### src/design/lrast_pkg.sv
// ----------------------------------------------------------------------------
// lrast_pkg
// Shared types, constants and the combine function of the segment tree.
// ----------------------------------------------------------------------------
`default_nettype none

package lrast_pkg;

  localparam int LEAVES = 1024;
  localparam int LOGP   = $clog2(LEAVES);
  localparam int SPAN   = 1 << LOGP;
  localparam int NODES  = 2 * SPAN;
  localparam int NODE_W = LOGP + 1;
  localparam int LVL_W  = $clog2(LOGP + 1);
  localparam int KIND_W = 3;
  localparam int LO_W   = 10;
  localparam int HI_W   = 11;
  localparam int VAL_W  = 32;

  localparam logic [KIND_W-1:0] KIND_LOAD   = 3'd0;
  localparam logic [KIND_W-1:0] KIND_BUILD  = 3'd1;
  localparam logic [KIND_W-1:0] KIND_ADD    = 3'd2;
  localparam logic [KIND_W-1:0] KIND_QUERY  = 3'd3;
  localparam logic [KIND_W-1:0] KIND_ASSIGN = 3'd4;

  localparam logic CFG_MODE  = 1'b0;
  localparam logic CFG_IDENT = 1'b1;

  localparam logic [HI_W-1:0] LEAVES_C = HI_W'(LEAVES);

  typedef enum logic [2:0] {
    OP_NOP,
    OP_LOAD,
    OP_BUILD,
    OP_ADD,
    OP_QUERY,
    OP_EMPTYQ,
    OP_ASSIGN
  } op_t;

  typedef struct packed {
    op_t              op;
    logic [LO_W-1:0]  lo;
    logic [HI_W-1:0]  hi;
    logic [VAL_W-1:0] value;
  } item_t;

  typedef struct packed {
    logic             mode;
    logic [VAL_W-1:0] ident;
  } cfg_t;

  typedef struct packed {
    logic pop;
    logic clearing;
  } eng_status_t;

  typedef enum logic [4:0] {
    E_CLEAR,
    E_IDLE,
    E_DISPATCH,
    E_ENTER,
    E_VISIT,
    E_KIDS,
    E_DOWN,
    E_RETURN,
    E_POST_L,
    E_POST_R,
    E_ST_RD,
    E_ST_WR,
    E_ST_CL,
    E_ST_CR,
    E_CB_RA,
    E_CB_RB,
    E_CB_WR,
    E_BLD_S,
    E_BLD_SN,
    E_BLD_C,
    E_BLD_CN,
    E_FINISH
  } eng_state_t;

  function automatic logic [VAL_W-1:0] comb_fn(input logic mode,
                                               input logic [VAL_W-1:0] a,
                                               input logic [VAL_W-1:0] b);
    if (mode) begin
      return a + b;
    end
    return ($signed(a) >= $signed(b)) ? a : b;
  endfunction

endpackage

`default_nettype wire

### src/design/lrast_front.sv
// ----------------------------------------------------------------------------
// lrast_front
// Accepts items, clamps and classifies them, and queues them for the engine.
// ----------------------------------------------------------------------------
`default_nettype none

module lrast_front (
  input  wire logic                        clk,
  input  wire logic                        rst_n,
  input  wire logic                        start,
  output logic                             busy,
  input  wire logic [lrast_pkg::KIND_W-1:0] in_kind,
  input  wire logic [lrast_pkg::LO_W-1:0]   in_index_lo,
  input  wire logic [lrast_pkg::HI_W-1:0]   in_index_hi,
  input  wire logic [lrast_pkg::VAL_W-1:0]  in_value,
  input  wire lrast_pkg::eng_status_t       status,
  output logic                             q_valid,
  output lrast_pkg::item_t                 q_item
);
  import lrast_pkg::*;

  item_t           q_r [2];
  logic            wptr_r, wptr_nxt;
  logic            rptr_r, rptr_nxt;
  logic [1:0]      cnt_r, cnt_nxt;
  logic            push;
  logic [HI_W-1:0] hi_c;
  item_t           cls;

  always_comb begin
    hi_c = (in_index_hi > LEAVES_C) ? LEAVES_C : in_index_hi;
    cls.lo    = in_index_lo;
    cls.hi    = hi_c;
    cls.value = in_value;
    case (in_kind)
      KIND_LOAD:   cls.op = (HI_W'(in_index_lo) < LEAVES_C) ? OP_LOAD : OP_NOP;
      KIND_BUILD:  cls.op = OP_BUILD;
      KIND_ADD:    cls.op = (HI_W'(in_index_lo) < hi_c) ? OP_ADD : OP_NOP;
      KIND_QUERY:  cls.op = (HI_W'(in_index_lo) < hi_c) ? OP_QUERY : OP_EMPTYQ;
      KIND_ASSIGN: cls.op = (HI_W'(in_index_lo) < LEAVES_C) ? OP_ASSIGN : OP_NOP;
      default:     cls.op = OP_NOP;
    endcase
  end

  assign busy    = (cnt_r == 2'd2) || status.clearing;
  assign push    = start && !busy;
  assign q_valid = (cnt_r != 2'd0);
  assign q_item  = q_r[rptr_r];

  always_comb begin
    wptr_nxt = push ? ~wptr_r : wptr_r;
    rptr_nxt = status.pop ? ~rptr_r : rptr_r;
    cnt_nxt  = cnt_r + 2'(push) - 2'(status.pop);
  end

  always_ff @(posedge clk) begin
    if (!rst_n) begin
      wptr_r <= 1'b0;
      rptr_r <= 1'b0;
      cnt_r  <= 2'd0;
    end else begin
      wptr_r <= wptr_nxt;
      rptr_r <= rptr_nxt;
      cnt_r  <= cnt_nxt;
    end
  end

  always_ff @(posedge clk) begin
    if (push) begin
      q_r[wptr_r] <= cls;
    end
  end

endmodule

`default_nettype wire

### config.mk
export PLATFORM = sky130hd
export DESIGN_NAME = lrast_front
export DESIGN_NICKNAME = d
export VERILOG_FILES = /design/src/design/lrast_pkg.sv /design/src/design/lrast_front.sv
export SDC_FILE = /design/constraint.sdc
export NUM_CORES = 1
export LEC_CHECK = 0
export BUFFER_PORTS_ARGS = -buffer_cell sky130_fd_sc_hd__buf_4
export CAP_MARGIN = 20
export CELL_PAD_IN_SITES_DETAIL_PLACEMENT = 0
export CELL_PAD_IN_SITES_GLOBAL_PLACEMENT = 1
export CORE_MARGIN = 5
export CORE_UTILIZATION = 45
export CTS_CLUSTER_DIAMETER = 200
export DETAILED_ROUTE_END_ITERATION = 8
export PLACE_DENSITY_LB_ADDON = 0.1
export SLEW_MARGIN = 10
export SYNTH_ARGS = -nofsm -noshare
export SYNTH_HDL_FRONTEND = slang
export SYNTH_SLANG_ARGS = --single-unit
### constraint.sdc
create_clock -name clk -period 10.42 [get_ports clk]
set_input_delay 2.084 -clock clk [delete_from_list [all_inputs] [get_ports clk]]
set_output_delay 2.084 -clock clk [all_outputs]
set_load 0.05 [all_outputs]
==> results.sh <==
export IMPL_post_cts_buffers=0
export IMPL_synthesis_area_mm2=0.00466
export IMPL_clockBufferDepth=2
export IMPL_ys_ff_latch=117
export IMPL_vias_per_cell=4.80
export IMPL_ant_nets=0
export IMPL_timing_rr_start="cnt_r[0]$_SDFF_PN0_"
export IMPL_synth_xor_area_share_pct=0.752
export IMPL_p_int_w=0.000959
export IMPL_p_seq_share_pct=42.7
export IMPL_antenna_cells=0
export IMPL_syn_num_nets=327
export IMPL_async_reset_ff_share_pct=0
export IMPL_multiInputGateArea_mm2=0.00111
export IMPL_worstPathMaxFanout=3
export IMPL_synth_compound_area_share_pct=2.34
export IMPL_power_density_mw_per_mm2=209
export IMPL_syn_inst=255
export IMPL_leakagePower_nw=2.42
export IMPL_clockPowerShare_pct=39.8
export IMPL_seq_area_frac_synth_pct=74.3
export IMPL_synth_top_family_by_area="multiplexers"
export IMPL_clock_sinks=117
export IMPL_die_x_um=112
export IMPL_final_nets=459
export IMPL_num_rows=37
export IMPL_drt_first_pass_iters=4
export IMPL_hp_start="rptr_r$_SDFFE_PN0P_"
export IMPL_slew_headroom_pct=54.8
export IMPL_drc_errors=0
export IMPL_ir_worst_vdd_mv=0.104
export IMPL_drive_above_1_share_pct=40.6
export IMPL_layout_cells_most_common="buf_4"
export IMPL_wl_mm=8.55
export IMPL_cts_buffers=17
export IMPL_antenna_found_initial=0
export IMPL_pwr_share_comb_pct=17.5
export IMPL_fin_setup_tns_ns=0
export IMPL_h_tree_depth=4
export IMPL_grt_pass1_vias=2831
export IMPL_crit_start="status[0]"
export IMPL_yosysWarnings=0
export IMPL_ios=119
export IMPL_fin_ws_ns=5.73
export IMPL_vias=2567
export IMPL_wl_per_cell_um=16.0
export IMPL_finalCritPeriodShare_pct=45.0
export IMPL_synthAdderAreaFrac_pct=2.95
export IMPL_portBuffers=118
export IMPL_grt_max_degree=43
export IMPL_synth_area_leaders="edfxtp_1 72%, mux2_1 14%, ha_1 3.0%"
export IMPL_end_kind="primary output"
export IMPL_synth_cell_types=34
export IMPL_p_sw_w=0.000346
export IMPL_syn_avg_cell_area_um2=18.3
export IMPL_hold_viol_final=0
export IMPL_grt_pass1_wl_mm=13.8
export IMPL_maxCapViolCount=0
export IMPL_finClkSkew_ns=0.0130
export IMPL_critPathSlowestCell="buf_4"
export IMPL_tritoncts="done"
export IMPL_setup_violations=0
export IMPL_worst_slew_pin_transition_ns=0.677
export IMPL_synth_ff_type="edfxtp_1"
export IMPL_cp_data_required_time_ns=8.34
export IMPL_rsz0062_at_grt="false"
export IMPL_regArea_mm2=0.00346
export IMPL_drt_first_iter_violations=129
export IMPL_hold_path_class="reg2reg"
export IMPL_worstPathCellList="buf_4 > a21oi_1 > inv_1 > buf_4"
export IMPL_start_util_pct=45.5
export IMPL_hpwl_mm=5.66
export IMPL_cts_root_buf="clkbuf_8"
export IMPL_fillers=803
export IMPL_synth_top_area_share_pct=72.2
export IMPL_period_needed_ns=4.69
export IMPL_path_clk_slew_ns=0.05
export IMPL_grt_overflow_total=0
export IMPL_insertion_delay_ns=0.51
export IMPL_cpMostUsedCell="buf_4"
export IMPL_worst_hold_slack_ns=0.588
export IMPL_track_usage_pct=14.4
export IMPL_cts_resized=0
export IMPL_final_cell_mix="121 x buf_4, 112 x edfxtp_1, 56 x mux2_1, 16 x clkbuf_16, 11 x ha_1"
export IMPL_maxSlewViolCount=0
export IMPL_synth_simple_gate_area_share_pct=4.16
export IMPL_synth_top_area_cell="edfxtp_1"
export IMPL_core_mm2=0.0102
export IMPL_fmax_mhz=213
export IMPL_die_h_um=112
export IMPL_worstPathArrival_ns=2.61
export IMPL_setup_worst_path_class="in2out"
export IMPL_synth_edf_count=112
export IMPL_ctsHoldBuffers=0
export IMPL_gp_congestion=0.784
export IMPL_critPathLaunchType="primary input"
export IMPL_muxShareOfSynthArea_pct=13.5
export IMPL_area_delta_synth_final_pct=34.1
export IMPL_dieArea_mm2=0.0125
export IMPL_status="finished clean"
export IMPL_crit_path_max_incr_delay_ns=0.19
export IMPL_swShare_pct=26.5
export IMPL_place_ws_ns=5.72
==> final timing paths <==
check	endpoint	slack [ns]	cells past startpoint
worst min-delay path	flop	0.59	2
worst min register to register	flop	0.59	2
worst max-delay path	busy	5.73	4
worst max register to register	q_r[0][42]$_DFFE_PP_	8.17	5
==> worst max-delay path, delay by kind of cell <==
family	cells	cell delay [ns]
buffers and inverters	3	0.35
AO/OA/AOI/OAI	1	0.17
==> stage by stage <==
stage               power [W]  util [%]  instance area (µm²)  instances
CTS                   0.00132      61.0                 6250        535
global placement     0.000796      55.8                 5710        504
floorplan            0.000721         -                 4660        255
finish                0.00131      61.0                 6250        535
detailed placement   0.000799      55.8                 5710        504
global route          0.00136      61.0                 6250        535
==> logic make-up after synthesis <==
logic type	count (synthesis)
compound gates	14
xor+xnor	4
fa+ha+maj	11
buf+inv	22
flops	117
mux	56
simple gates	31
==> flip-flops by register name (all words and copies together), names as in the netlist, named ones only <==
name / flops
rptr_r: 1
cnt_r: 2
q_r: 112
wptr_r: 1
==> cell usage after synthesis, types with 4 or more instances <==
master / number
inv_2: 4
mux2_1: 56
and2_1: 5
inv_1: 10
edfxtp_1: 112
ha_1: 11
nor2_1: 4
nand2b_1: 10
dfxtp_1: 5
buf_2: 5
==> layout make-up <==
cell class	instances	area share, %
Sequential cell	117	55.5
Multi-Input combinational cell	116	17.8
Timing Repair Buffer	121	14.5
Clock buffer	19	6.75
Tap cell	136	2.72
Clock inverter	12	1.82
Inverter	14	0.841
==> routing by layer <==
layer | vias up | part of all wire, % | global-route usage (%)
met5 | - | 0 | 0
li1 | 1242 | - | -
met3 | 11 | 5.8 | 4.57
met2 | 82 | 49 | 23.4
met1 | 1232 | 44 | 17.8
met4 | 0 | 1.4 | 6.08
==> power groups by stage <==
stage,Clock (W),Combinational [W],Sequential (W)
after floorplan,0,0.000157,0.000564
after global placement,0,0.000231,0.000566
after detailed placement,0,0.000232,0.000567
after CTS,0.000530,0.000233,0.000558
after global routing,0.000555,0.000243,0.000560
final,0.000519,0.000229,0.000557
(Power assumes the default switching activity.)
